File: config.mk
export PLATFORM = sky130hd
export DESIGN_NAME = sobb_combine
export DESIGN_NICKNAME = d
export VERILOG_FILES = /design/src/rtl/sobb_pkg.sv /design/src/rtl/sobb_combine.sv
export SDC_FILE = /design/constraint.sdc
export NUM_CORES = 2
export LEC_CHECK = 0
export ABC_AREA = 1
export BUFFER_PORTS_ARGS = -buffer_cell sky130_fd_sc_hd__buf_2
export CAP_MARGIN = 20
export CORE_AREA = 2 2 290 436
export CTS_BUF_LIST = sky130_fd_sc_hd__clkbuf_4
export DETAILED_ROUTE_END_ITERATION = 7
export DIE_AREA = 0 0 292 438
export GPL_TIMING_DRIVEN = 0
export PLACE_DENSITY_LB_ADDON = 0.2
export SLEW_MARGIN = 30
export SYNTH_ARGS = -nofsm -noshare
export SYNTH_HDL_FRONTEND = slang
export SYNTH_SLANG_ARGS = --single-unit
File: constraint.sdc
create_clock -name clk_i -period 9.8 [get_ports clk_i]
set_input_delay 0.98 -clock clk_i [delete_from_list [all_inputs] [get_ports clk_i]]
set_output_delay 0.98 -clock clk_i [all_outputs]
set_load 0.02 [all_outputs]
File: src/rtl/sobb_pkg.sv
`default_nettype none
// ----------------------------------------------------------------------------
// sobb_pkg: shared types and constants of the segment/box slab pipeline
// Field widths, internal arithmetic widths and stage latencies.
// ----------------------------------------------------------------------------
package sobb_pkg;

  localparam int unsigned COORD_BITS     = 20;
  localparam int unsigned AXIS_FRAC_BITS = 14;
  localparam int unsigned AXIS_BITS      = AXIS_FRAC_BITS + 2;
  localparam int unsigned TIME_FRAC_BITS = 16;
  localparam int unsigned TIME_ONE       = 1 << TIME_FRAC_BITS;

  // Start-to-end and centre-to-start differences.
  localparam int unsigned DIFF_W = COORD_BITS + 1;
  // One coordinate times one axis component, and the sum of three of them.
  localparam int unsigned PROD_W = DIFF_W + AXIS_BITS;
  localparam int unsigned SUM_W  = PROD_W + 2;
  // Half extent moved to the projection's fraction format.
  localparam int unsigned HALF_W = COORD_BITS + AXIS_FRAC_BITS;
  // Signed slab numerator and denominator.
  localparam int unsigned NUM_W  = ((SUM_W > HALF_W + 1) ? SUM_W : HALF_W + 1) + 1;
  // Divider magnitudes and partial remainder.
  localparam int unsigned REM_W  = NUM_W + 1;
  // Quotient bits and the signed clamped time in [-1, one + 1].
  localparam int unsigned QUO_W  = TIME_FRAC_BITS + 1;
  localparam int unsigned TIME_W = QUO_W + 1;
  // Hit point: movement magnitude times entry time.
  localparam int unsigned HPROD_W = DIFF_W + QUO_W;

  localparam int unsigned PROJ_LAT = 4;
  localparam int unsigned DIV_LAT  = QUO_W + 2;
  localparam int unsigned COMB_LAT = 4;
  localparam int unsigned PIPE_LAT = PROJ_LAT + DIV_LAT + COMB_LAT;

  typedef struct packed {
    logic par;       // movement projection is exactly zero
    logic par_miss;  // parallel and the start lies outside the slab
  } sobb_slab_t;

  typedef struct packed {
    logic [2:0][COORD_BITS-1:0] st;
    logic [2:0][DIFF_W-1:0]     mv;
    sobb_slab_t [2:0]           slab;
  } sobb_carry_t;

endpackage

`default_nettype wire

File: src/rtl/sobb_combine.sv
`default_nettype none
// ----------------------------------------------------------------------------
// sobb_combine: interval intersection and hit point
// Orders slab times, intersects with [0,1], then forms the contact point.
// ----------------------------------------------------------------------------
module sobb_combine import sobb_pkg::*; (
  input  logic                     clk_i,
  input  logic                     en_i,
  input  logic signed [TIME_W-1:0] te_i [3],
  input  logic signed [TIME_W-1:0] tx_i [3],
  input  sobb_carry_t              carry_i,
  output logic                     hit_o,
  output logic [TIME_FRAC_BITS:0]  entry_time_o,
  output logic [3*COORD_BITS-1:0]  hit_point_o
);

  localparam logic signed [TIME_W-1:0] T_ONE = TIME_W'(TIME_ONE);

  // Stage 1: per slab interval.
  logic signed [TIME_W-1:0]   lo_q [3];
  logic signed [TIME_W-1:0]   hi_q [3];
  logic                       miss1_q;
  logic [2:0][COORD_BITS-1:0] st1_q, st2_q, st3_q;
  logic [2:0][DIFF_W-1:0]     mv1_q, mv2_q;
  // Stage 2: running interval.
  logic [QUO_W-1:0]           tlo2_q, tlo3_q;
  logic                       miss2_q, miss3_q;
  // Stage 3: products.
  logic [HPROD_W-1:0]         prod_q [3];
  logic [2:0]                 mneg_q;

  always_ff @(posedge clk_i) begin
    if (en_i) begin
      for (int k = 0; k < 3; k++) begin
        if (carry_i.slab[k].par) begin
          lo_q[k] <= '0;
          hi_q[k] <= T_ONE;
        end else begin
          lo_q[k] <= (te_i[k] > tx_i[k]) ? tx_i[k] : te_i[k];
          hi_q[k] <= (te_i[k] > tx_i[k]) ? te_i[k] : tx_i[k];
        end
      end
      miss1_q <= carry_i.slab[0].par_miss | carry_i.slab[1].par_miss
               | carry_i.slab[2].par_miss;
      st1_q <= carry_i.st;
      mv1_q <= carry_i.mv;
    end
  end

  logic signed [TIME_W-1:0] tlo_d, thi_d;

  always_comb begin
    tlo_d = '0;
    thi_d = T_ONE;
    for (int k = 0; k < 3; k++) begin
      if (lo_q[k] > tlo_d) tlo_d = lo_q[k];
      if (hi_q[k] < thi_d) thi_d = hi_q[k];
    end
  end

  logic [DIFF_W-1:0] mmag [3];

  always_comb begin
    for (int k = 0; k < 3; k++) begin
      mmag[k] = mv2_q[k][DIFF_W-1] ? DIFF_W'(-$signed(mv2_q[k])) : mv2_q[k];
    end
  end

  always_ff @(posedge clk_i) begin
    if (en_i) begin
      // The lower bound never drops below zero, so its top bit is free.
      tlo2_q  <= tlo_d[QUO_W-1:0];
      miss2_q <= miss1_q || (tlo_d > thi_d);
      st2_q   <= st1_q;
      mv2_q   <= mv1_q;
      for (int k = 0; k < 3; k++) begin
        prod_q[k] <= HPROD_W'(mmag[k]) * HPROD_W'(tlo2_q);
        mneg_q[k] <= mv2_q[k][DIFF_W-1];
      end
      tlo3_q  <= tlo2_q;
      miss3_q <= miss2_q;
      st3_q   <= st2_q;
    end
  end

  logic [COORD_BITS-1:0] step [3];
  logic [COORD_BITS-1:0] pt [3];

  always_comb begin
    for (int k = 0; k < 3; k++) begin
      step[k] = COORD_BITS'(prod_q[k] >> TIME_FRAC_BITS);
      pt[k]   = mneg_q[k] ? st3_q[k] - step[k] : st3_q[k] + step[k];
    end
  end

  always_ff @(posedge clk_i) begin
    if (en_i) begin
      hit_o        <= !miss3_q;
      entry_time_o <= miss3_q ? '0 : tlo3_q;
      for (int k = 0; k < 3; k++) begin
        hit_point_o[k*COORD_BITS +: COORD_BITS] <= miss3_q ? '0 : pt[k];
      end
    end
  end

endmodule

`default_nettype wire

==> summary.txt <==
Timing
  – Unrepaired setup endpoints after global routing: false
  – Setup Viol. Count Final: 0
  – Worst clock skew: 102 ps
  – Final Cycle Share: 94.3%
  – Setup ws final: 560 ps
  – Fin crit period: 9240 ps
  – Slew Viols, Final: 0
  – Final hold violation count: 0
  – Slew margin rel.: 28.4%
  – Max Clock Freq: 108 MHz
  – Tightest Pin Transition: 1070 ps

Job
  – Max Cap Viol: 0

CTS
  – Post-CTS sizing: 0
  – Num CTS Buffers: 148
  – Cts hold-fix bufs: 125
  – Clock latency on the worst-skew pair: 1170 ps
  – CTS HTree Levels: 4
  – Max Root-Sink Buffers: 3
  – Clock transition at path regs: 70 ps
  – Root Driver: clkbuf_4
  – Clock Sinks: 592
  – Post-CTS setup buffers: 0
  – CTS tree: yes

Floorplanning
  – Initial core utilization: 49.6%
  – Die X: 292 um
  – Rows: 159
  – Top Ports: 317
  – Die area: 0.128 mm^2
  – Die height: 438 um
  – Core Box Area: 0.124 mm^2

Synthesis
  – Post-synth top area share: 28.8%
  – Synth Warn #: 0
  – Compound-cell area share of the yosys netlist: 6.83%
  – Syn Std Cell Area: 0.0617 mm^2
  – Simple-gate area share of the yosys netlist: 14.5%
  – Register bit total from synthesis: 592
  – Most frequent cell after synthesis: nand2_1
  – Synthesized instance count: 6706
  – Ys async rst share: 0%
  – Post-synthesis xor/xnor area fraction: 2.27%
  – Syn_area_per_cell: 9.20 um^2
  – Post-synth top cells: nand2_1, inv_1, fa_1
  – Mux contribution to synthesized area: 0%
  – EDFF count, synth: 592
  – Synth unique cells: 53
  – Syn Nets: 8292
  – Register area share after synthesis: 28.8%
  – Cell taking the most area after synthesis: edfxtp_1
  – Largest family of logic cells by synthesized area: adder cells
  – Top cells by area, synth: edfxtp_1, fa_1, ha_1, nand2_1, inv_1
  – Most frequently used flop master after synthesis: edfxtp_1
  – Adder-cell share of the synthesized area: 37.6%

Drt
  – Iter 0 DRT Violations: 2861
  – First-pass DRT Iterations: 6
  – # DRC: 0
  – Routed wire per std cell: 20.4 um
  – Via count: 48429
  – Final wirelength: 184000 um
  – Vias per cell: 5.36
  – Antenna Nets Post-Route: 0

Placement
  – HPWL after DPL: 150000 um
  – Cell Area, Placed: 0.0656 mm^2
  – Placed cells: 8642
  – GPL Wtd Cong: 1.02
  – Pre-CTS setup slack: 563 ps
  – Number of port buffers: 316

Worst setup path
  – Element type at the critical path end: flip-flop
  – Slowest CP cell: xor2_2
  – Most frequent CP cell: inv_1
  – Arrival time worst endpoint: 10120 ps
  – Worst EP required: 10680 ps
  – CP Class: reg -> reg
  – CP max stage delay: 680 ps
  – Crit-path max FO: 10
  – Crit start category: flip-flop

Final layout
  – Final design utilization: 55.3%
  – Post-route design area: 0.0687 mm^2
  – Final #Nets: 8893
  – Layout cells sized above 1: 8.70%
  – Cell Count, Final, Fillers Out: 9040
  – Area delta synth->final: 11.4%

Global route
  – Tot GR Track Use: 29.3%
  – Largest net degree at the start of global routing: 93
  – Gr ovfl total: 0
  – Initial antenna violation count: 9
  – First-pass GRT wire length: 281000 um
  – Vias in the first global route: 50835

Status
  – Status: finished, final reports clean

Worst hold path
  – Hold crit path type: in -> reg
worst paths after layout:
path                                from             to  slack, ps  cells past startpoint
worst max-delay path            mv2_q[0]  prod_q[0][34]        560                     36
worst min-delay path            te_i[16]    hi_q[2][16]        170                      3
worst max register to register  mv2_q[0]  prod_q[0][34]        560                     36
worst min register to register  mv1_q[5]       mv2_q[5]        400                      0
routing by layer:
| metal | share of wire (%) | wire [um] | GRT usage (%) |
|---|---|---|---|
| met1 | 34 | 62100 | 30.2 |
| met5 | 0.0087 | 16 | 0 |
| met2 | 50 | 92600 | 51.5 |
| met4 | 9.5 | 17500 | 24.8 |
| met3 | 6.5 | 12000 | 5.36 |
through the flow:
step | hold WS [ps] | setup TNS [ps]
after floorplan | 400 | 0
after global placement | 401 | -310320
after detailed placement | 405 | 0
after CTS | 5.82 | 0
after global routing | 129 | 0
final | 166 | 0
critical path, delay by kind of cell, from the launching register on:
family / cells / cell delay (ps)
AND/OR/NAND/NOR: 11 / 1090
XOR/XNOR: 1 / 680
AO/OA/AOI/OAI: 5 / 1200
buffers and inverters: 11 / 2000
adder cells (fa/ha/maj): 8 / 3700
flip-flops: 1 / 310
registers in the layout, summed over array words and instances (netlist names):
register	cells
miss3_q	1
tlo3_q	17
st1_q	60
hi_q	54
mneg_q	3
st2_q	60
miss2_q	1
hit_o	1
mv2_q	63
prod_q	60
lo_q	54
miss1_q	1
st3_q	60
tlo2_q	17
entry_time_o	17
hit_point_o	60
mv1_q	63
cells in the final DEF, fill, tap and decap left out, types with 7 or more instances in the layout:
cell type / Yosys / routed
diode_2: 0 / 8
inv_2: 8 / 11
xnor2_1: 60 / 60
nor4_1: 26 / 26
o211ai_1: 14 / 14
buf_2: 15 / 332
xor2_1: 98 / 97
nor2_1: 501 / 501
o21ai_0: 268 / 268
dlygate4sd3_1: 0 / 125
buf_1: 9 / 7
ha_1: 501 / 501
fa_1: 846 / 846
edfxtp_1: 592 / 592
inv_1: 1374 / 1374
o221ai_1: 7 / 7
o31ai_1: 12 / 12
a21o_1: 14 / 14
nor3_1: 44 / 44
or2_2: 22 / 22
clkinv_2: 0 / 17
nand3_1: 128 / 128
nand3b_1: 22 / 22
clkbuf_1: 213 / 202
nand4_1: 36 / 36
o21bai_1: 12 / 12
o21a_1: 22 / 22
buf_16: 0 / 8
a31oi_1: 18 / 18
clkinv_1: 11 / 46
o21ai_1: 16 / 16
clkbuf_2: 0 / 11
nand2_1: 1377 / 1377
clkbuf_4: 0 / 197
a21oi_1: 374 / 374
nand3_2: 7 / 7
nor3b_1: 8 / 8
layout make-up:
| class | count | area [um^2] |
|---|---|---|
| buffer | 241 | 962 |
| multi-input combinational | 4480 | 37800 |
| tap | 1610 | 2010 |
| inverter | 1393 | 5230 |
| fill | 11351 | 55600 |
| clock inverter | 68 | 399 |
| clock buffer | 197 | 1480 |
| timing repair buffer | 451 | 3100 |
| sequential | 592 | 17800 |
| antenna | 8 | 20.0 |
cell families (layout without fill, tap and decap cells):
logic type / after synthesis / in the layout
AOI/OAI and AO/OA: 779 / 779
xor gates and xnor gates: 159 / 159
adders and majority gates: 1347 / 1347
buffers and inverters: 1634 / 2350
DFF: 592 / 592
other: 1 / 9
and+or+nand+nor: 2194 / 2194
Power is not shown: default switching activity piles up to over one toggle a cycle in this logic, so the estimate is an artifact.
