File: src/rtl/sobb_pkg.sv
`default_nettype none
// ----------------------------------------------------------------------------
// sobb_pkg: shared types and constants of the segment/box slab pipeline
// Field widths, internal arithmetic widths and stage latencies.
// ----------------------------------------------------------------------------
package sobb_pkg;

  localparam int unsigned COORD_BITS     = 20;
  localparam int unsigned AXIS_FRAC_BITS = 14;
  localparam int unsigned AXIS_BITS      = AXIS_FRAC_BITS + 2;
  localparam int unsigned TIME_FRAC_BITS = 16;
  localparam int unsigned TIME_ONE       = 1 << TIME_FRAC_BITS;

  // Start-to-end and centre-to-start differences.
  localparam int unsigned DIFF_W = COORD_BITS + 1;
  // One coordinate times one axis component, and the sum of three of them.
  localparam int unsigned PROD_W = DIFF_W + AXIS_BITS;
  localparam int unsigned SUM_W  = PROD_W + 2;
  // Half extent moved to the projection's fraction format.
  localparam int unsigned HALF_W = COORD_BITS + AXIS_FRAC_BITS;
  // Signed slab numerator and denominator.
  localparam int unsigned NUM_W  = ((SUM_W > HALF_W + 1) ? SUM_W : HALF_W + 1) + 1;
  // Divider magnitudes and partial remainder.
  localparam int unsigned REM_W  = NUM_W + 1;
  // Quotient bits and the signed clamped time in [-1, one + 1].
  localparam int unsigned QUO_W  = TIME_FRAC_BITS + 1;
  localparam int unsigned TIME_W = QUO_W + 1;
  // Hit point: movement magnitude times entry time.
  localparam int unsigned HPROD_W = DIFF_W + QUO_W;

  localparam int unsigned PROJ_LAT = 4;
  localparam int unsigned DIV_LAT  = QUO_W + 2;
  localparam int unsigned COMB_LAT = 4;
  localparam int unsigned PIPE_LAT = PROJ_LAT + DIV_LAT + COMB_LAT;

  typedef struct packed {
    logic par;       // movement projection is exactly zero
    logic par_miss;  // parallel and the start lies outside the slab
  } sobb_slab_t;

  typedef struct packed {
    logic [2:0][COORD_BITS-1:0] st;
    logic [2:0][DIFF_W-1:0]     mv;
    sobb_slab_t [2:0]           slab;
  } sobb_carry_t;

endpackage

`default_nettype wire

File: src/rtl/sobb_div.sv
`default_nettype none
// ----------------------------------------------------------------------------
// sobb_div: pipelined slab time divider
// Restoring division, one quotient bit per stage, clamped signed time out.
// ----------------------------------------------------------------------------
module sobb_div import sobb_pkg::*; (
  input  logic                     clk_i,
  input  logic                     en_i,
  input  logic signed [NUM_W-1:0]  num_i,
  input  logic signed [NUM_W-1:0]  den_i,
  output logic signed [TIME_W-1:0] time_o
);

  logic [REM_W-1:0] rem_q [QUO_W+1];
  logic [REM_W-1:0] ad_q  [QUO_W+1];
  logic [QUO_W-1:0] quo_q [QUO_W+1];
  logic             neg_q [QUO_W+1];
  logic             sat_q [QUO_W+1];

  logic [REM_W-1:0] an_d, ad_d;

  always_comb begin
    an_d = num_i[NUM_W-1] ? REM_W'(-num_i) : REM_W'(num_i);
    ad_d = den_i[NUM_W-1] ? REM_W'(-den_i) : REM_W'(den_i);
    if (num_i[NUM_W-1]) an_d[REM_W-1] = 1'b0;
    if (den_i[NUM_W-1]) ad_d[REM_W-1] = 1'b0;
  end

  always_ff @(posedge clk_i) begin
    if (en_i) begin
      rem_q[0] <= an_d;
      ad_q[0]  <= ad_d;
      quo_q[0] <= '0;
      neg_q[0] <= num_i[NUM_W-1] ^ den_i[NUM_W-1];
      sat_q[0] <= an_d >= {ad_d[REM_W-2:0], 1'b0};
    end
  end

  for (genvar k = 0; k < QUO_W; k++) begin : g_step
    logic [REM_W-1:0] rin;
    logic             ge;
    if (k == 0) begin : g_first
      assign rin = rem_q[k];
    end else begin : g_rest
      assign rin = {rem_q[k][REM_W-2:0], 1'b0};
    end
    assign ge = rin >= ad_q[k];

    always_ff @(posedge clk_i) begin
      if (en_i) begin
        rem_q[k+1] <= ge ? rin - ad_q[k] : rin;
        ad_q[k+1]  <= ad_q[k];
        quo_q[k+1] <= {quo_q[k][QUO_W-2:0], ge};
        neg_q[k+1] <= neg_q[k];
        sat_q[k+1] <= sat_q[k];
      end
    end
  end

  logic [QUO_W:0]          tq;
  logic signed [TIME_W-1:0] time_d;

  always_comb begin
    tq = sat_q[QUO_W] ? (QUO_W+1)'(2 * TIME_ONE) : {1'b0, quo_q[QUO_W]};
    if (neg_q[QUO_W]) begin
      time_d = (tq != '0) ? -TIME_W'(1) : '0;
    end else if (tq > (QUO_W+1)'(TIME_ONE + 1)) begin
      time_d = TIME_W'(TIME_ONE + 1);
    end else begin
      time_d = $signed(tq);
    end
  end

  always_ff @(posedge clk_i) begin
    if (en_i) begin
      time_o <= time_d;
    end
  end

endmodule

`default_nettype wire

File: config.mk
export PLATFORM = sky130hd
export DESIGN_NAME = sobb_div
export DESIGN_NICKNAME = d
export VERILOG_FILES = /design/src/rtl/sobb_pkg.sv /design/src/rtl/sobb_div.sv
export SDC_FILE = /design/constraint.sdc
export NUM_CORES = 2
export LEC_CHECK = 0
export ABC_AREA = 0
export ABC_CLOCK_PERIOD_IN_PS = 10000
export BUFFER_PORTS_ARGS = -buffer_cell sky130_fd_sc_hd__buf_2
export CAP_MARGIN = 0
export CORE_MARGIN = 4
export CORE_UTILIZATION = 40
export CTS_CLUSTER_SIZE = 25
export DETAILED_ROUTE_END_ITERATION = 8
export SYNTH_ARGS = -nofsm -noshare
export SYNTH_HDL_FRONTEND = slang
export SYNTH_SLANG_ARGS = --single-unit
File: constraint.sdc
create_clock -name clk_i -period 10 [get_ports clk_i]
set_input_delay 1 -clock clk_i [delete_from_list [all_inputs] [get_ports clk_i]]
set_output_delay 1 -clock clk_i [all_outputs]
set_load 0.01 [all_outputs]
==> impl_results.html <==
<table>
<tr><th>Metric</th><th>Value</th></tr>
<tr><th colspan="2">Place</th></tr>
<tr><td>RD Place Congestion</td><td>0.9445</td></tr>
<tr><td>Area of placed instances</td><td>97380 µm²</td></tr>
<tr><td>Cell count after placement</td><td>11693</td></tr>
<tr><td>Placed wire-length estimate</td><td>170900 µm</td></tr>
<tr><td>Number of port buffers</td><td>99</td></tr>
<tr><th colspan="2">Synth</th></tr>
<tr><td>Syn_area_per_cell</td><td>10.67 µm²</td></tr>
<tr><td>Netlist cell types</td><td>86</td></tr>
<tr><td>Register bit count reported by yosys</td><td>1568</td></tr>
<tr><td>Warnings from Yosys</td><td>0</td></tr>
<tr><td>Portion of the post-synthesis area used by sequential elements</td><td>50.46%</td></tr>
<tr><td>Library cell with the largest summed area after synthesis</td><td>sky130_fd_sc_hd__edfxtp_1</td></tr>
<tr><td>Share of synthesized registers carrying an async set or reset</td><td>0%</td></tr>
<tr><td>Area share of the leading cell type in the synthesized netlist</td><td>50.46%</td></tr>
<tr><td>Largest cells by area after synthesis</td><td>sky130_fd_sc_hd__edfxtp_1 50%, sky130_fd_sc_hd__ha_1 9.6%, sky130_fd_sc_hd__a21oi_1 4.4%</td></tr>
<tr><td>Number of synthesized flops with an enable pin</td><td>1568</td></tr>
<tr><td>Cell area after synthesis</td><td>93320 µm²</td></tr>
<tr><td>Commonest register cell after synthesis</td><td>sky130_fd_sc_hd__edfxtp_1</td></tr>
<tr><td>Number of instances in the synthesized netlist</td><td>8745</td></tr>
<tr><th colspan="2">Route</th></tr>
<tr><td>Number of vias after detailed routing</td><td>64586</td></tr>
<tr><td>Number of search-and-repair iterations in the first detailed-routing pass</td><td>6</td></tr>
<tr><td>Via/cell ratio</td><td>5.369</td></tr>
<tr><td>Detailed-route wire length per cell</td><td>18.29 µm</td></tr>
<tr><td>DRC marker count from the first detailed-route iteration</td><td>3717</td></tr>
<tr><td>Antenna Violating Nets Remaining</td><td>0</td></tr>
<tr><td>Final WL</td><td>220100 µm</td></tr>
<tr><td>DRC violations left</td><td>0</td></tr>
<tr><th colspan="2">Clock tree</th></tr>
<tr><td>Maximum count of clock buffers along a single path</td><td>3</td></tr>
<tr><td>CTS Buf Count</td><td>180</td></tr>
<tr><td>Buffers inserted during post-CTS setup optimization</td><td>0</td></tr>
<tr><td>Root Buffer</td><td>sky130_fd_sc_hd__clkbuf_16</td></tr>
<tr><td>Latest clock arrival within the worst-skew pair</td><td>0.83 ns</td></tr>
<tr><td>TritonCTS clock tree</td><td>built</td></tr>
<tr><td>Clock transition time at the flip-flop clock pins of the worst setup and hold paths</td><td>0.06 ns</td></tr>
<tr><td>Post-cts sizing count</td><td>0</td></tr>
<tr><td>TritonCTS sink count</td><td>1568</td></tr>
<tr><td>CTS H-tree lvls</td><td>4</td></tr>
<tr><td>Hold Buf Count CTS</td><td>0</td></tr>
<tr><th colspan="2">Worst hold path</th></tr>
<tr><td>Type of the tightest min-delay check</td><td>flop to flop</td></tr>
<tr><td>Worst min-delay path startpoint</td><td>quo_q[11][6]</td></tr>
<tr><th colspan="2">Critical path</th></tr>
<tr><td>Required time of the critical path</td><td>10.57 ns</td></tr>
<tr><td>Worst Path Class, Setup</td><td>flop to flop</td></tr>
<tr><td>Crit-path max FO</td><td>61</td></tr>
<tr><td>Slowest stage cell, crit path</td><td>sky130_fd_sc_hd__o41ai_2</td></tr>
<tr><td>CP startpoint</td><td>rem_q[7][7]</td></tr>
<tr><td>Startpoint types</td><td>flop</td></tr>
<tr><td>WP data arrival</td><td>5.71 ns</td></tr>
<tr><td>Launching point of the worst reg2reg path</td><td>rem_q[7][7]</td></tr>
<tr><td>Kind of end point of the critical path</td><td>flop</td></tr>
<tr><td>Series of cell instances along the critical path</td><td>ha_1 -&gt; nand2_1 -&gt; o21ai_0 -&gt; a221oi_1 -&gt; a211oi_1 -&gt; o21ai_0 -&gt; a31oi_1 -&gt; a31oi_1 -&gt; o41ai_2 -&gt; buf_4 -&gt; mux2_2</td></tr>
<tr><td>Max incr delay on CP</td><td>0.91 ns</td></tr>
<tr><th colspan="2">GRT</th></tr>
<tr><td>Antenna violations before repair</td><td>5</td></tr>
<tr><td>Maximum number of pins on one net before global-route repair</td><td>200</td></tr>
<tr><td>Wire length of the first global-routing pass</td><td>347900 µm</td></tr>
<tr><td>GRT overflow</td><td>0</td></tr>
<tr><td>Total track usage</td><td>17.87%</td></tr>
<tr><td>Via count of the first global-routing pass</td><td>66605</td></tr>
<tr><th colspan="2">Cells and area</th></tr>
<tr><td>Most common library cell in the layout ignoring fill and taps</td><td>sky130_fd_sc_hd__edfxtp_1</td></tr>
<tr><td>Total number of nets in the final design</td><td>9647</td></tr>
<tr><td>Post-route design area</td><td>103200 µm²</td></tr>
<tr><td>Number of non-filler instances in the completed layout</td><td>12029</td></tr>
<tr><td>Layout cell share with drive strength beyond 1</td><td>7.360%</td></tr>
<tr><td>Layout overhead on the synthesized area</td><td>10.57%</td></tr>
<tr><td>Top library cells by usage in the layout, fill and taps aside</td><td>1568 x sky130_fd_sc_hd__edfxtp_1, 908 x sky130_fd_sc_hd__inv_1, 814 x sky130_fd_sc_hd__a21oi_1</td></tr>
<tr><th colspan="2">STA</th></tr>
<tr><td>Final setup violation count</td><td>0</td></tr>
<tr><td>Final total negative setup slack</td><td>0 ns</td></tr>
<tr><td>Period utilization</td><td>51.44%</td></tr>
<tr><td>Slew Limit Fails</td><td>0</td></tr>
<tr><td>Shortest clock period the worst path allows after layout</td><td>5.144 ns</td></tr>
<tr><td>Final Hold Violating Endpoints</td><td>0</td></tr>
<tr><td>Final worst hold slack</td><td>0.4049 ns</td></tr>
<tr><td>Worst-case headroom to the max-slew limit</td><td>15.36%</td></tr>
<tr><td>Slew @ Worst Pin</td><td>1.258 ns</td></tr>
<tr><td>Unrepaired setup endpoints after global routing</td><td>false</td></tr>
<tr><td>Highest clock rate</td><td>0.1944 GHz</td></tr>
<tr><td>Setup clock skew after layout</td><td>0.02540 ns</td></tr>
<tr><th colspan="2">Pwr</th></tr>
<tr><td>Power per Cell Area</td><td>319.0 nW/µm²</td></tr>
<tr><td>Overall power after layout</td><td>32.92 mW</td></tr>
<tr><td>Max VDD drop</td><td>0.0002469 V</td></tr>
<tr><td>Leak Pwr</td><td>42.24 nW</td></tr>
<tr><th colspan="2">Die</th></tr>
<tr><td>I/O pin count</td><td>100</td></tr>
<tr><td>Die Width</td><td>491.0 µm</td></tr>
<tr><td>Core Region</td><td>232300 µm²</td></tr>
<tr><td>Number of standard-cell rows in the floorplan</td><td>177</td></tr>
<tr><td>Total Die Area</td><td>241100 µm²</td></tr>
<tr><td>Vert. Die Dim</td><td>491.0 µm</td></tr>
<tr><td>Initial standard-cell utilization of the core</td><td>40.17%</td></tr>
<tr><th colspan="2">Job</th></tr>
<tr><td>Count of maximum capacitance violations</td><td>0</td></tr>
<tr><th colspan="2">Status</th></tr>
<tr><td>Result of the run</td><td>complete, no violations</td></tr>
</table>
-- metrics by stage --
stage,setup WS [ns],utilization (%)
2_1_floorplan,5.094,-
3_3_place_gp,4.355,41.92
3_5_place_dp,4.437,41.92
4_1_cts,4.931,44.41
5_1_grt,4.570,44.41
6_report,4.856,44.42
-- cell usage after synthesis (36+ instances only) --
master,n
sky130_fd_sc_hd__or3_1,42
sky130_fd_sc_hd__nor2_1,589
sky130_fd_sc_hd__a21oi_1,814
sky130_fd_sc_hd__xnor2_1,377
sky130_fd_sc_hd__mux2_2,190
sky130_fd_sc_hd__edfxtp_1,1568
sky130_fd_sc_hd__nand3_1,147
sky130_fd_sc_hd__nand2b_1,81
sky130_fd_sc_hd__o21a_1,99
sky130_fd_sc_hd__a211oi_1,50
sky130_fd_sc_hd__o21bai_1,86
sky130_fd_sc_hd__a21o_1,386
sky130_fd_sc_hd__nand2_1,569
sky130_fd_sc_hd__and3_1,64
sky130_fd_sc_hd__nor2b_1,107
sky130_fd_sc_hd__and2_1,42
sky130_fd_sc_hd__xor2_1,261
sky130_fd_sc_hd__ha_1,717
sky130_fd_sc_hd__o211ai_1,44
sky130_fd_sc_hd__clkbuf_1,206
sky130_fd_sc_hd__o31ai_1,54
sky130_fd_sc_hd__a31oi_1,79
sky130_fd_sc_hd__nor4_1,36
sky130_fd_sc_hd__o21ai_0,526
sky130_fd_sc_hd__buf_1,38
sky130_fd_sc_hd__inv_1,908
sky130_fd_sc_hd__nor3_1,108
sky130_fd_sc_hd__nand4_1,122
-- kinds of logic after synthesis --
group,Yosys count,share of synthesized area (%)
compound gates,2427,16.19
simple gates,2019,10.31
other cells,1,0.004018
buf+inv,1154,4.643
fa+ha+maj,737,9.999
flops,1568,50.46
mux,201,2.411
xor+xnor,638,5.988
-- area by class of cell --
| class | instances | area [µm²] |
|---|---|---|
| multi-input cells | 6024 | 42100 |
| fillers | 21462 | 129100 |
| inverters | 909 | 3412 |
| clock buffers | 217 | 4664 |
| diodes | 5 | 12.51 |
| repair buffers | 149 | 973.4 |
| clock inverters | 114 | 1126 |
| flip-flops and latches | 1568 | 47090 |
| well taps | 3043 | 3807 |
-- worst max-delay path: cells and delay by family (launching register included) --
family	cells	cell delay [ns]
AO/OA/AOI/OAI	7	2.88
buffers and inverters	1	0.63
flip-flops	1	0.41
adder cells (fa/ha/maj)	1	0.41
multiplexers	1	0.41
AND/OR/NAND/NOR	1	0.10
-- per-layer routing --
metal	part of all wire (%)	vias to the layer above	GRT usage (%)
met1	35	30403	16.98
met4	8.0	0	12.54
li1	-	32092	-
met3	2.9	669	2.169
met5	0	-	0
met2	54	1422	35.13
-- power by group --
part / internal, mW / leakage (nW) / total (mW) / switching, mW
sequential: 9.86 / 15.3 / 10.8 / 0.924
combinational: 6.63 / 24.1 / 15.7 / 9.12
clock: 3.70 / 2.81 / 6.39 / 2.69
total: 20.2 / 42.2 / 32.9 / 12.7
-- path summary, 6_finish.rpt --
kind                   to  slack (ns)  cells after the start
max           rem_q[8][6]        4.86                     11
min reg2reg  quo_q[12][7]        0.40                      0
max reg2reg   rem_q[8][6]        4.86                     11
min          quo_q[12][7]        0.40                      0
-- flip-flops by register name (all words and copies together), names as in the netlist --
register	cells
rem_q	681
ad_q	680
quo_q	153
neg_q	18
sat_q	18
time_o	18
(Power assumes the default switching activity.)
